--- src/d2rf_pkg.sv ---
package d2rf_pkg;

   localparam int unsigned VAL_W  = 64;
   localparam int unsigned MAG_W  = 63;
   localparam int unsigned NUM_W  = 32;
   localparam int unsigned DEN_W  = 27;
   localparam int unsigned PROD_W = 80;
   localparam int unsigned SIG_W  = 54;
   localparam int unsigned SCL_W  = 4;

   // Largest scale exponent (denominator 10^8)
   localparam logic [SCL_W-1:0] BASE_EXP = 4'd8;

   // Inverse of 5 modulo 2^32, for exact division by 5
   localparam logic [NUM_W-1:0] INV5 = 32'hCCCCCCCD;

   // Magnitude bit patterns of 2147483647.0 and 2147483648.0
   localparam logic [MAG_W-1:0] INT_TOP_MAG = 63'h41DFFFFFFFC00000;
   localparam logic [MAG_W-1:0] INT_BOT_MAG = 63'h41E0000000000000;

   // Magnitude bit patterns of 10^1 .. 10^9
   localparam logic [MAG_W-1:0] DECADE_MAG [1:9] = '{
      63'h4024000000000000, 63'h4059000000000000, 63'h408F400000000000,
      63'h40C3880000000000, 63'h40F86A0000000000, 63'h412E848000000000,
      63'h416312D000000000, 63'h4197D78400000000, 63'h41CDCD6500000000
   };

   typedef struct packed {
      logic             is_nan;
      logic             sat_pos;
      logic             sat_neg;
      logic             is_tiny;
      logic             neg;
      logic [SCL_W-1:0] scale;
   } class_type;

   // Bit length of 10^e
   function automatic logic [4:0] pow10_len(input logic [SCL_W-1:0] e);
      logic [4:0] len;
      case (e)
         4'd0:    len = 5'd1;
         4'd1:    len = 5'd4;
         4'd2:    len = 5'd7;
         4'd3:    len = 5'd10;
         4'd4:    len = 5'd14;
         4'd5:    len = 5'd17;
         4'd6:    len = 5'd20;
         4'd7:    len = 5'd24;
         default: len = 5'd27;
      endcase
      return len;
   endfunction

   // 2^twos * 5^fives
   function automatic logic [DEN_W-1:0] den_value(input logic [SCL_W-1:0] twos,
                                                   input logic [SCL_W-1:0] fives);
      logic [DEN_W-1:0] p;
      case (fives)
         4'd1:    p = 27'd5;
         4'd2:    p = 27'd25;
         4'd3:    p = 27'd125;
         4'd4:    p = 27'd625;
         4'd5:    p = 27'd3125;
         4'd6:    p = 27'd15625;
         4'd7:    p = 27'd78125;
         4'd8:    p = 27'd390625;
         default: p = 27'd1;
      endcase
      return p << twos;
   endfunction

   // Divisibility by 5: 16 is 1 mod 5, so fold hex digits
   function automatic logic mod5_zero(input logic [NUM_W-1:0] x);
      logic [6:0] s;
      logic [4:0] t;
      s = 7'd0;
      for (int i = 0; i < 8; i++) begin
         s = s + 7'(x[4*i +: 4]);
      end
      t = 5'(s[6:4]) + 5'(s[3:0]);
      if (t >= 5'd20) t = t - 5'd20;
      if (t >= 5'd10) t = t - 5'd10;
      if (t >= 5'd5)  t = t - 5'd5;
      return t == 5'd0;
   endfunction

endpackage

--- src/d2rf_classify.sv ---
module d2rf_classify (
   input  logic [d2rf_pkg::VAL_W-1:0] value_bits,
   output d2rf_pkg::class_type        cls
);
   import d2rf_pkg::*;

   logic             sign;
   logic [10:0]      expo;
   logic [51:0]      frac;
   logic [MAG_W-1:0] mag;
   logic [SCL_W-1:0] k;

   // Decode fields; positive doubles order like unsigned integers
   always_comb begin
      sign = value_bits[63];
      mag  = value_bits[62:0];
      expo = value_bits[62:52];
      frac = value_bits[51:0];
      k    = '0;
      for (int i = 1; i <= 9; i++) begin
         if (mag >= DECADE_MAG[i]) k = SCL_W'(i);
      end
      cls.is_nan  = (expo == 11'h7FF) && (frac != 52'd0);
      cls.sat_pos = !sign && (mag > INT_TOP_MAG) && !cls.is_nan;
      cls.sat_neg = sign && (mag > INT_BOT_MAG) && !cls.is_nan;
      cls.is_tiny = (expo == 11'd0);
      cls.neg     = sign;
      cls.scale   = (k > BASE_EXP) ? '0 : BASE_EXP - k;
   end

endmodule

--- src/double_to_reduced_fraction.sv ---
// Channel | Direction | Handshake            | Payload
// req     | in        | req_valid/req_stall  | req_value_bits (binary64)
// rsp     | out       | rsp_valid/rsp_stall  | rsp_numerator, rsp_denominator,
//         |           |                      | rsp_not_a_number
//
// NaN, saturated, zero and subnormal inputs skip the arithmetic and wait only for the
// output register to be free. Other inputs pass through up to 8 multiply-by-ten passes
// of the shared 80-bit adder, two rounding steps, up to 8 halving and 8 divide-by-5
// steps on the numerator register, and the load of the output register.
// req_stall is high from acceptance until the result is loaded into the output
// register; a stalled result holds and the next item may be accepted behind it.
// Reset is synchronous, active high, and empties the sequencer and output.
module double_to_reduced_fraction (
   input  logic                               clock,
   input  logic                               reset,
   input  logic                               req_valid,
   output logic                               req_stall,
   input  logic [d2rf_pkg::VAL_W-1:0]         req_value_bits,
   output logic                               rsp_valid,
   input  logic                               rsp_stall,
   output logic signed [d2rf_pkg::NUM_W-1:0]  rsp_numerator,
   output logic [d2rf_pkg::DEN_W-1:0]         rsp_denominator,
   output logic                               rsp_not_a_number
);
   import d2rf_pkg::*;

   typedef enum logic [2:0] {
      ST_IDLE, ST_SCALE, ST_ROUND, ST_INT, ST_TWO, ST_FIVE, ST_DONE
   } state_type;

   state_type         state_ff, state_in;
   logic              neg_ff, neg_in;
   logic              nan_ff, nan_in;
   logic [10:0]       exp_ff, exp_in;
   logic [SCL_W-1:0]  scale_ff, scale_in;
   logic [SCL_W-1:0]  cnt_ff, cnt_in;
   logic [SCL_W-1:0]  twos_ff, twos_in;
   logic [SCL_W-1:0]  fives_ff, fives_in;
   logic [PROD_W-1:0] prod_ff, prod_in;
   logic [SIG_W-1:0]  sig_ff, sig_in;
   logic [4:0]        drop_ff, drop_in;
   logic [NUM_W-1:0]  num_ff, num_in;

   logic              rsp_valid_ff, rsp_valid_in;
   logic [NUM_W-1:0]  out_num_ff, out_num_in;
   logic [DEN_W-1:0]  out_den_ff, out_den_in;
   logic              out_nan_ff, out_nan_in;

   class_type         cls;
   logic              req_take;
   logic              out_free;

   // Per-step temporaries
   logic [4:0]        len;
   logic [6:0]        top;
   logic [4:0]        drop;
   logic [SIG_W-1:0]  kept;
   logic [DEN_W-1:0]  low, mask, half;
   logic              up;
   logic [11:0]       rsh;
   logic [5:0]        sa;

   d2rf_classify u_classify (
      .value_bits (req_value_bits),
      .cls        (cls)
   );

   assign req_stall = (state_ff != ST_IDLE);
   assign req_take  = req_valid && !req_stall;
   assign out_free  = !rsp_valid_ff || !rsp_stall;

   // Sequencer and shared datapath
   always_comb begin
      state_in     = state_ff;
      neg_in       = neg_ff;
      nan_in       = nan_ff;
      exp_in       = exp_ff;
      scale_in     = scale_ff;
      cnt_in       = cnt_ff;
      twos_in      = twos_ff;
      fives_in     = fives_ff;
      prod_in      = prod_ff;
      sig_in       = sig_ff;
      drop_in      = drop_ff;
      num_in       = num_ff;
      rsp_valid_in = rsp_valid_ff && rsp_stall;
      out_num_in   = out_num_ff;
      out_den_in   = out_den_ff;
      out_nan_in   = out_nan_ff;

      len  = pow10_len(scale_ff);
      top  = 7'd52 + 7'(len);
      drop = prod_ff[top] ? len : len - 5'd1;
      kept = SIG_W'(prod_ff >> drop);
      mask = (DEN_W'(1) << drop) - DEN_W'(1);
      low  = prod_ff[DEN_W-1:0] & mask;
      half = (drop == 5'd0) ? '0 : DEN_W'(1) << (drop - 5'd1);
      up   = (drop != 5'd0) && ((low > half) || ((low == half) && kept[0]));
      rsh  = 12'd1075 - 12'(exp_ff) - 12'(drop_ff);
      sa   = rsh[5:0];

      unique case (state_ff)
         ST_IDLE: begin
            if (req_take) begin
               neg_in   = cls.neg;
               nan_in   = cls.is_nan;
               exp_in   = req_value_bits[62:52];
               scale_in = cls.scale;
               cnt_in   = cls.scale;
               twos_in  = cls.scale;
               fives_in = cls.scale;
               prod_in  = {27'd0, 1'b1, req_value_bits[51:0]};
               num_in   = '0;
               state_in = ST_SCALE;
               if (cls.is_nan || cls.sat_pos || cls.sat_neg || cls.is_tiny) begin
                  twos_in  = '0;
                  fives_in = '0;
                  neg_in   = 1'b0;
                  state_in = ST_DONE;
                  if (cls.sat_pos) num_in = 32'h7FFFFFFF;
                  if (cls.sat_neg) num_in = 32'h80000000;
               end
            end
         end
         ST_SCALE: begin
            // multiply by ten: x*8 + x*2
            if (cnt_ff != '0) begin
               prod_in = (prod_ff << 3) + (prod_ff << 1);
               cnt_in  = cnt_ff - 4'd1;
            end else begin
               state_in = ST_ROUND;
            end
         end
         ST_ROUND: begin
            // round the product to 53 bits, nearest even
            sig_in   = kept + SIG_W'(up);
            drop_in  = drop;
            state_in = ST_INT;
         end
         ST_INT: begin
            // round to integer, half away from zero
            if (rsh > 12'd54) begin
               num_in = '0;
            end else begin
               num_in = NUM_W'((sig_ff >> sa) + SIG_W'(sig_ff[sa - 6'd1]));
            end
            state_in = ST_TWO;
         end
         ST_TWO: begin
            if (twos_ff != '0 && !num_ff[0]) begin
               num_in  = num_ff >> 1;
               twos_in = twos_ff - 4'd1;
            end else begin
               state_in = ST_FIVE;
            end
         end
         ST_FIVE: begin
            if (fives_ff != '0 && mod5_zero(num_ff)) begin
               num_in   = NUM_W'(num_ff * INV5);
               fives_in = fives_ff - 4'd1;
            end else begin
               state_in = ST_DONE;
            end
         end
         ST_DONE: begin
            // load the output register once it is free
            if (out_free) begin
               rsp_valid_in = 1'b1;
               out_num_in   = neg_ff ? (NUM_W'(0) - num_ff) : num_ff;
               out_den_in   = den_value(twos_ff, fives_ff);
               out_nan_in   = nan_ff;
               state_in     = ST_IDLE;
            end
         end
         default: state_in = ST_IDLE;
      endcase
   end

   // Hold state and registered outputs
   always_ff @(posedge clock) begin
      if (reset) begin
         state_ff     <= ST_IDLE;
         rsp_valid_ff <= 1'b0;
      end else begin
         state_ff     <= state_in;
         rsp_valid_ff <= rsp_valid_in;
      end
      neg_ff     <= neg_in;
      nan_ff     <= nan_in;
      exp_ff     <= exp_in;
      scale_ff   <= scale_in;
      cnt_ff     <= cnt_in;
      twos_ff    <= twos_in;
      fives_ff   <= fives_in;
      prod_ff    <= prod_in;
      sig_ff     <= sig_in;
      drop_ff    <= drop_in;
      num_ff     <= num_in;
      out_num_ff <= out_num_in;
      out_den_ff <= out_den_in;
      out_nan_ff <= out_nan_in;
   end

   assign rsp_valid        = rsp_valid_ff;
   assign rsp_numerator    = signed'(out_num_ff);
   assign rsp_denominator  = out_den_ff;
   assign rsp_not_a_number = out_nan_ff;

   // NaN results are always 0/1
   a_nan_result: assert property (@(posedge clock) disable iff (reset)
      rsp_valid && rsp_not_a_number |-> rsp_numerator == 0 && rsp_denominator == 27'd1)
      else $error("NaN result not 0/1");

   // Denominator is never zero
   a_den_nonzero: assert property (@(posedge clock) disable iff (reset)
      rsp_valid |-> rsp_denominator != '0)
      else $error("zero denominator");

   // Sequencer leaves idle only on a transfer
   a_idle_hold: assert property (@(posedge clock) disable iff (reset)
      state_ff == ST_IDLE && !req_take |=> state_ff == ST_IDLE)
      else $error("sequencer started without a transfer");

   // Positive saturation always has denominator 1
   a_sat_den: assert property (@(posedge clock) disable iff (reset)
      rsp_valid && rsp_numerator == 32'sh7FFFFFFF |-> rsp_denominator == 27'd1)
      else $error("saturated numerator with denominator above 1");

endmodule
--- config.mk ---
export PLATFORM = sky130hd
export DESIGN_NAME = double_to_reduced_fraction
export DESIGN_NICKNAME = d
export VERILOG_FILES = /design/src/d2rf_pkg.sv /design/src/d2rf_classify.sv /design/src/double_to_reduced_fraction.sv
export SDC_FILE = /design/constraint.sdc
export NUM_CORES = 2
export LEC_CHECK = 0
export ABC_AREA = 1
export BUFFER_PORTS_ARGS = -buffer_cell sky130_fd_sc_hd__buf_2
export CORE_MARGIN = 2
export CORE_UTILIZATION = 55
export DETAILED_ROUTE_END_ITERATION = 8
export PLACE_DENSITY = 0.72
export SKIP_CTS_REPAIR_TIMING = 1
export SYNTH_ARGS = -nofsm -noshare
export SYNTH_HDL_FRONTEND = slang
export SYNTH_HIERARCHICAL = 1
export SYNTH_SLANG_ARGS = --single-unit
--- constraint.sdc ---
create_clock -name clock -period 13.5 [get_ports clock]
set_input_delay 3.375 -clock clock [delete_from_list [all_inputs] [get_ports clock]]
set_output_delay 3.375 -clock clock [all_outputs]
set_load 0.05 [all_outputs]
# == Word-level counts from Yosys, hierarchy flattened ==
# Memory sizes are Yosys's and may differ from the RTL's. A register that Yosys moved wholly into a read port is not among the register bits.
# Cells that the tools add are included.
# word_totals
ff_bits,264
romBits,296
input_bits,68
output_inout_bits,62
word_cells,186
n_memories,2
# classes
n_addsub,26
n_mul,1
magnitude_cmp,19
n_eq_ne,16
n_shift,5
n_mux,57
bitwise,1
reduce_logical,43
# memory_table
memory,depth,width,rd,rd_clocked_by_memory_dff,wr,line_no,source
(name not given),16,16,1,1,0,d2rf_pkg.sv:58,case (fives)
(name not given),8,5,1,1,0,d2rf_pkg.sv:40,case (e)
# ops
cell,n
greater-or-equal comparator 63 bit (second input constant),9
two-way mux 32 bit,7
two-way mux 80 bit,2
case mux 80 bit (2 select lines),1
case mux 32 bit (4 select lines),1
greater-than comparator 63 bit (second input constant),2
two-way mux 27 bit,3
adder 80 bit,1
right shift 80 x 5 -> 54 bit,1
adder 54 x 1 -> 54 bit,1
left shift 1 x 5 -> 27 bit (first input constant),2
right shift 54 x 6 -> 32 bit,1
nonzero test 52 bit,1
two-way mux 4 bit,10
two-way mux 5 bit,8
two-way mux 3 bit,11
adder 32 x 1 -> 32 bit,1
multiplier 32 x 31 -> 32 bit (second input constant),1
subtractor 1 x 32 -> 32 bit (first input constant),1
two-way mux 31 bit,1
adder 7 x 4 -> 7 bit,4
AND 27 bit,1
== test 27 bit,1
greater-than comparator 27 bit,1
48 further kinds,96

# == Logic depth before layout (Yosys ltp) ==
# logic_depth
ltp_word,22
ltp_mapped,53
ltp_nobuf,50

# == Cells and area by module ==
# Netlist, hierarchy kept.
# by_module_without_submodules
module,instances,cells_each,area_per_inst_um2,seq_area_each_um2
double_to_reduced_fraction,1,6052,41143.2,8207.9
d2rf_classify,1,290,1411.4,0.0

# == Least setup slack after synthesis ==
# No wires, ideal clock.
# synth_path
path_kind,register -> register
from,reg num_ff[19]
to,"reg num_ff[0], enable pin"
setup_time_ns,0.432
t_arrival_ns,6.831
required_ns,13.068
setup_slack_ns,6.237
stages_incl_launch_ff,26
n_path_buf,0
period_less_slack_ns,7.263
path_cell_list,edfxtp_1 > inv_1 > fa_1 > inv_1 > fa_1 > fa_1 > inv_1 > fa_1 > inv_1 > ha_1 > nand3_1 > nand2_1 > xor2_1 > inv_1 > ha_1 > a21oi_1 > o21ba_2 > xnor2_1 > ha_1 > a21oi_1 > o21a_1 > o2111ai_1 > a32o_1 > nand2_1 > nand2_1 > a21oi_1
# synth_via
elab_chain_len,18
word_cells_on_any_way,21
cone_classes,add/sub (8); order compare (3); eq/ne (1); mux (6); reduce/logical (3)
# synth_rtl
item,line_no,source
"start, declared",double_to_reduced_fraction.sv:42,"logic [NUM_W-1:0] num_ff, num_in;"
"start signal, assigned",double_to_reduced_fraction.sv:198,num_ff <= num_in;
adder 7 x 4 -> 7 bit * (4 in a row),d2rf_pkg.sv:78,s = s + 7'(x[4*i +: 4]);
adder 3 x 4 -> 5 bit *,d2rf_pkg.sv:80,t = 5'(s[6:4]) + 5'(s[3:0]);
subtractor 5 bit or greater-or-equal comparator 5 bit (tied branches),d2rf_pkg.sv:81,if (t >= 5'd20) t = t - 5'd20;
two-way mux 5 bit *,d2rf_pkg.sv:81,
two-way mux 5 bit *,double_to_reduced_fraction.sv:102,unique case (state_ff)
subtractor 5 x 4 -> 5 bit or greater-or-equal comparator 5 x 4 -> 1 bit (tied branches),d2rf_pkg.sv:82,if (t >= 5'd10) t = t - 5'd10;
two-way mux 5 bit *,d2rf_pkg.sv:82,
two-way mux 5 bit *,double_to_reduced_fraction.sv:102,
subtractor 5 x 3 -> 5 bit or greater-or-equal comparator 5 x 3 -> 1 bit (tied branches),d2rf_pkg.sv:83,if (t >= 5'd5) t = t - 5'd5;
two-way mux 5 bit *,d2rf_pkg.sv:83,
two-way mux 5 bit *,double_to_reduced_fraction.sv:102,
zero test 5 bit *,d2rf_pkg.sv:84,return t == 5'd0;
logical AND 1 bit *,double_to_reduced_fraction.sv:158,if (fives_ff != '0 && mod5_zero(num_ff)) begin
inequality test 2 bit (no source line) *,--,
AND reduction 4 bit (no source line) *,--,
# Every way passes the cells marked *; elsewhere a longest branch is shown, timed or not. The select of a mux whose other input is x is not followed.
# A chain may end at the register's enable or synchronous reset.

# == Worst setup path in the final report ==
# layout_path
from,reg scale_ff[3]
to,"reg sig_ff[36], data pin"
# layout_via
elab_chain_len,13
word_cells_on_any_way,21
cone_classes,add/sub (5); order compare (1); eq/ne (1); shift (3); mux (5); bitwise (1); reduce/logical (5)
# layout_rtl
item,line_no,source
"start, declared",double_to_reduced_fraction.sv:35,"logic [SCL_W-1:0] scale_ff, scale_in;"
"start signal, assigned",double_to_reduced_fraction.sv:191,scale_ff <= scale_in;
two-way mux 5 bit *,d2rf_pkg.sv:40,
adder 6 x 5 -> 7 bit,double_to_reduced_fraction.sv:92,top = 7'd52 + 7'(len);
binary-select mux 1 bit (select 7 bit),double_to_reduced_fraction.sv:93,drop = prod_ff[top] ? len : len - 5'd1;
two-way mux 1 bit (implied by the code),double_to_reduced_fraction.sv:93,
two-way mux 5 bit *,double_to_reduced_fraction.sv:93,
branches (longest 7 deep; another with subtractor 27 x 2 -> 27 bit),--,
adder 54 x 1 -> 54 bit *,double_to_reduced_fraction.sv:136,sig_in = kept + SIG_W'(up);
"end signal, assigned",double_to_reduced_fraction.sv:196,sig_ff <= sig_in;
"end, declared",double_to_reduced_fraction.sv:40,"logic [SIG_W-1:0] sig_ff, sig_in;"
# Every way passes the cells marked *. The select of a mux whose other input is x is not followed.

==> impl.org <==
** Status
- The flow ran to the end, and the final reports show no timing, DRC or antenna violations.

** Clock network
- CTS sink cnt :: 280
- Register clock-pin slew on the reported worst setup and hold paths :: 60 ps
- In this run the deepest clock path goes through 3 buffers.
- The number of clock buffers added by TritonCTS is 37.
- Clock tree from TritonCTS :: yes
- For the worst-skew pair, the clock arrives at the later sink with an insertion delay of 610 ps.
- CTS built an H-tree with a depth of 2.
- Root buffer cell :: sky130_fd_sc_hd__clkbuf_16

** Synthesis
- Cells after synthesis :: 6,342
- Post-synthesis sequential element count :: 280
- By area the synthesized netlist is led by sky130_fd_sc_hd__edfxtp_1, sky130_fd_sc_hd__nand2_1, sky130_fd_sc_hd__nand3_1, sky130_fd_sc_hd__ha_1, sky130_fd_sc_hd__fa_1.
- Number of flops mapped to enable cells by yosys :: 260
- Proportion of register bits with asynchronous set or reset after synthesis :: 0
- Mapped Nets :: 6,981
- Among all flip-flop cells after synthesis, the most frequent one is sky130_fd_sc_hd__edfxtp_1.
- The share of the Yosys chip area taken by registers is 0.193.
- Summed over all instances, the cell type with the most area after synthesis is sky130_fd_sc_hd__edfxtp_1.
- After synthesis the cells add up to 42,600 um^2.
- The netlist uses 74 different library cells.
- The share of synthesized area in the top cell type comes to 0.183.
- The average instance in the mapped netlist occupies 6.71 um^2.
- For this run, the number of Yosys warnings is 6.

** Layout
- Fill cell instance count of the final layout :: 7,679
- Post-layout nets :: 6,960
- In the final layout, the share of cells above drive strength 1 is 0.0551.
- Once layout is complete, the utilization of the core stands at 0.584.
- The area growth from synthesis to layout is 5.73%.

** Route
- For this run, design rule violations remaining after detail routing come to 0.
- In this run, the number of DRC markers left after iteration 0 of detailed routing was 4,939.
- Count of nets left with antenna violations after detail routing :: 0
- The first detailed-routing pass took 8 iterations.
- Wirelength per Cell :: 20.8 um
- Total detailed-routing wirelength :: 154,000 um
- After detailed routing, the number of vias per cell comes to 5.92.
- Via Count :: 43,800

** STA
- The clock period could shrink to 9130 ps.
- Hold timing on the final database bottoms out at a slack of 423 ps.
- Timing would allow up to 110 MHz.
- Final count of negative-setup-slack endpoints :: 0
- At the pin with the least slew margin, the transition time is 1110 ps.
- The final number of hold-violating endpoints came to 0.
- Of the available clock period, the critical path in the final layout requires 0.676.
- For the final database, setup skew stands at 46.2 ps.
- Setup repair after global routing missed its margin :: false
- The count of final max-slew check failures came to 0.
- After layout, the worst setup slack is 4370 ps.
- TNS Setup :: 0 ps
- Slew margin rel. :: 0.255

** Placement
- Timing analysis after detailed placement gives a worst setup slack of 4520 ps.
- Routability congestion estimate from global placement :: 1.05
- During placement, the flow inserted port buffers numbering 129.
- HPWL Detailed :: 123,000 um

** Worst setup path
- Required arrival time at the worst endpoint :: 13,820 ps
- Highest net fanout along the worst path :: 38
- For this run, the slowest stage of the critical path takes 630 ps.
- Crit Path Class :: flop to flop
- STA classifies the critical path endpoint as a flop.
- Setup crit start kind :: flop
- Slowest CP cell :: sky130_fd_sc_hd__nor2_2
- At the worst endpoint, the arrival time is 9450 ps.

** Global routing
- GRT overflow :: 0
- Number of antenna violations at the first check in global routing :: 2
- Maximum number of pins on one net before global-route repair :: 111
- Overall track demand over capacity in global routing :: 0.382
- Wire length of the first global-routing pass :: 235,000 um
- Number of global-route vias before repair :: 41,200

** Job
- The tool flagged a number of max-cap violations equal to 0.

** Die
- For this configuration, the core starts out at a cell density of 0.552.
- The total area inside the core boundary comes to 77,100 um^2.
- Floorplan die width :: 282 um
- The die is 282 um tall.
- Area of the die :: 79,600 um^2
- 130 I/O pins were placed.
- After floorplanning, the core was divided into 102 placement rows.

** Min path
- In this run the worst hold path is classified as flop to flop.
[synthesized netlist by cell type, types with 25 or more instances]
master and number:
sky130_fd_sc_hd__nor2_1 543, sky130_fd_sc_hd__edfxtp_1 260, sky130_fd_sc_hd__nand3_1 947, sky130_fd_sc_hd__inv_1 978, sky130_fd_sc_hd__xor2_1 109, sky130_fd_sc_hd__nor2_2 26
sky130_fd_sc_hd__or2_2 25, sky130_fd_sc_hd__buf_4 28, sky130_fd_sc_hd__nor3_1 57, sky130_fd_sc_hd__nand2_1 1422, sky130_fd_sc_hd__nor4_1 28, sky130_fd_sc_hd__nand4_1 60
sky130_fd_sc_hd__a31oi_1 39, sky130_fd_sc_hd__ha_1 363, sky130_fd_sc_hd__clkbuf_1 90, sky130_fd_sc_hd__o21ai_0 375, sky130_fd_sc_hd__o21a_1 42, sky130_fd_sc_hd__xnor2_1 69
sky130_fd_sc_hd__fa_1 208, sky130_fd_sc_hd__buf_1 25, sky130_fd_sc_hd__a21oi_1 263, sky130_fd_sc_hd__o211ai_1 34, sky130_fd_sc_hd__buf_2 64
[worst max-delay path: cells and delay by family (launching register included)]
kind | cells | cell delay (ps)
adder cells (fa/ha/maj) | 5 | 1520
AO/OA/AOI/OAI | 5 | 570
AND/OR/NAND/NOR | 29 | 4170
buffers and inverters | 10 | 2070
flip-flops | 1 | 520
[routing by layer]
| layer | vias up | GRT usage | routed length [um] | share of wire |
|---|---|---|---|---|
| li1 | 20900 | - | - | - |
| met1 | 20100 | 0.470 | 60000 | 0.39 |
| met2 | 2175 | 0.624 | 70100 | 0.46 |
| met3 | 582 | 0.0619 | 12600 | 0.082 |
| met4 | 0 | 0.244 | 11200 | 0.073 |
| met5 | - | 0 | 0 | 0 |
[worst paths after layout]
check	startpoint	end	cells past startpoint	slack [ps]
min	nan_ff$_DFFE_PP_	rsp_not_a_number$_DFFE_PP_	0	420
min reg2reg	nan_ff$_DFFE_PP_	rsp_not_a_number$_DFFE_PP_	0	420
max reg2reg	scale_ff[3]$_DFFE_PP_	sig_ff[36]$_DFFE_PP_	49	4370
max	scale_ff[3]$_DFFE_PP_	sig_ff[36]$_DFFE_PP_	49	4370
[layout by cell type (no fill, tap or decap), drive strengths merged, types with 20 or more instances in the layout]
master / count
a31oi: 39
o211ai: 35
o21a: 42
xnor2: 69
mux2i: 20
nand2: 1441
nor4: 28
a21oi: 265
ha: 363
fa: 208
nor3: 64
o21ai: 392
dfxtp: 20
or2: 26
nand3: 951
buf: 166
nor2: 576
xor2: 109
nand4: 60
inv: 996
edfxtp: 260
clkbuf: 42
[cell families after synthesis]
kind of cell / after synthesis / share of synthesized area
buf+inv: 1226 / 0.116
flops: 280 / 0.193
simple gates: 3165 / 0.324
compound gates: 902 / 0.122
xor+xnor: 178 / 0.0366
mux: 20 / 0.00470
fa+ha+maj: 571 / 0.205
[per-stage QoR]
stage	cell area, um^2	instances
2_1_floorplan	42600	6342
3_3_place_gp	43700	7322
3_5_place_dp	43700	7322
4_1_cts	45000	7388
5_1_grt	45000	7388
6_report	45000	7389
[final cells by class]
type	count	area, um^2	area share
clock buffer	42	945	0.0210
sequential	280	8210	0.182
antenna	1	2.50	0.0000556
multi-input combinational	4836	29500	0.656
tap	1040	1300	0.0289
inverter	1000	3750	0.0835
clock inverter	24	352	0.00781
timing repair buffer	166	923	0.0205
[sequential cells by signal, indices dropped and copies added (netlist names), 5 cells and up, named ones only]
| signal | cells |
|---|---|
| drop_ff | 5 |
| exp_ff | 11 |
| num_ff | 32 |
| prod_ff | 80 |
| rsp_denominator | 27 |
| rsp_numerator | 32 |
| sig_ff | 54 |
Power is left out: the tool's default activity adds up to more than one toggle a clock period on the data nets, which glitch-free logic cannot reach.
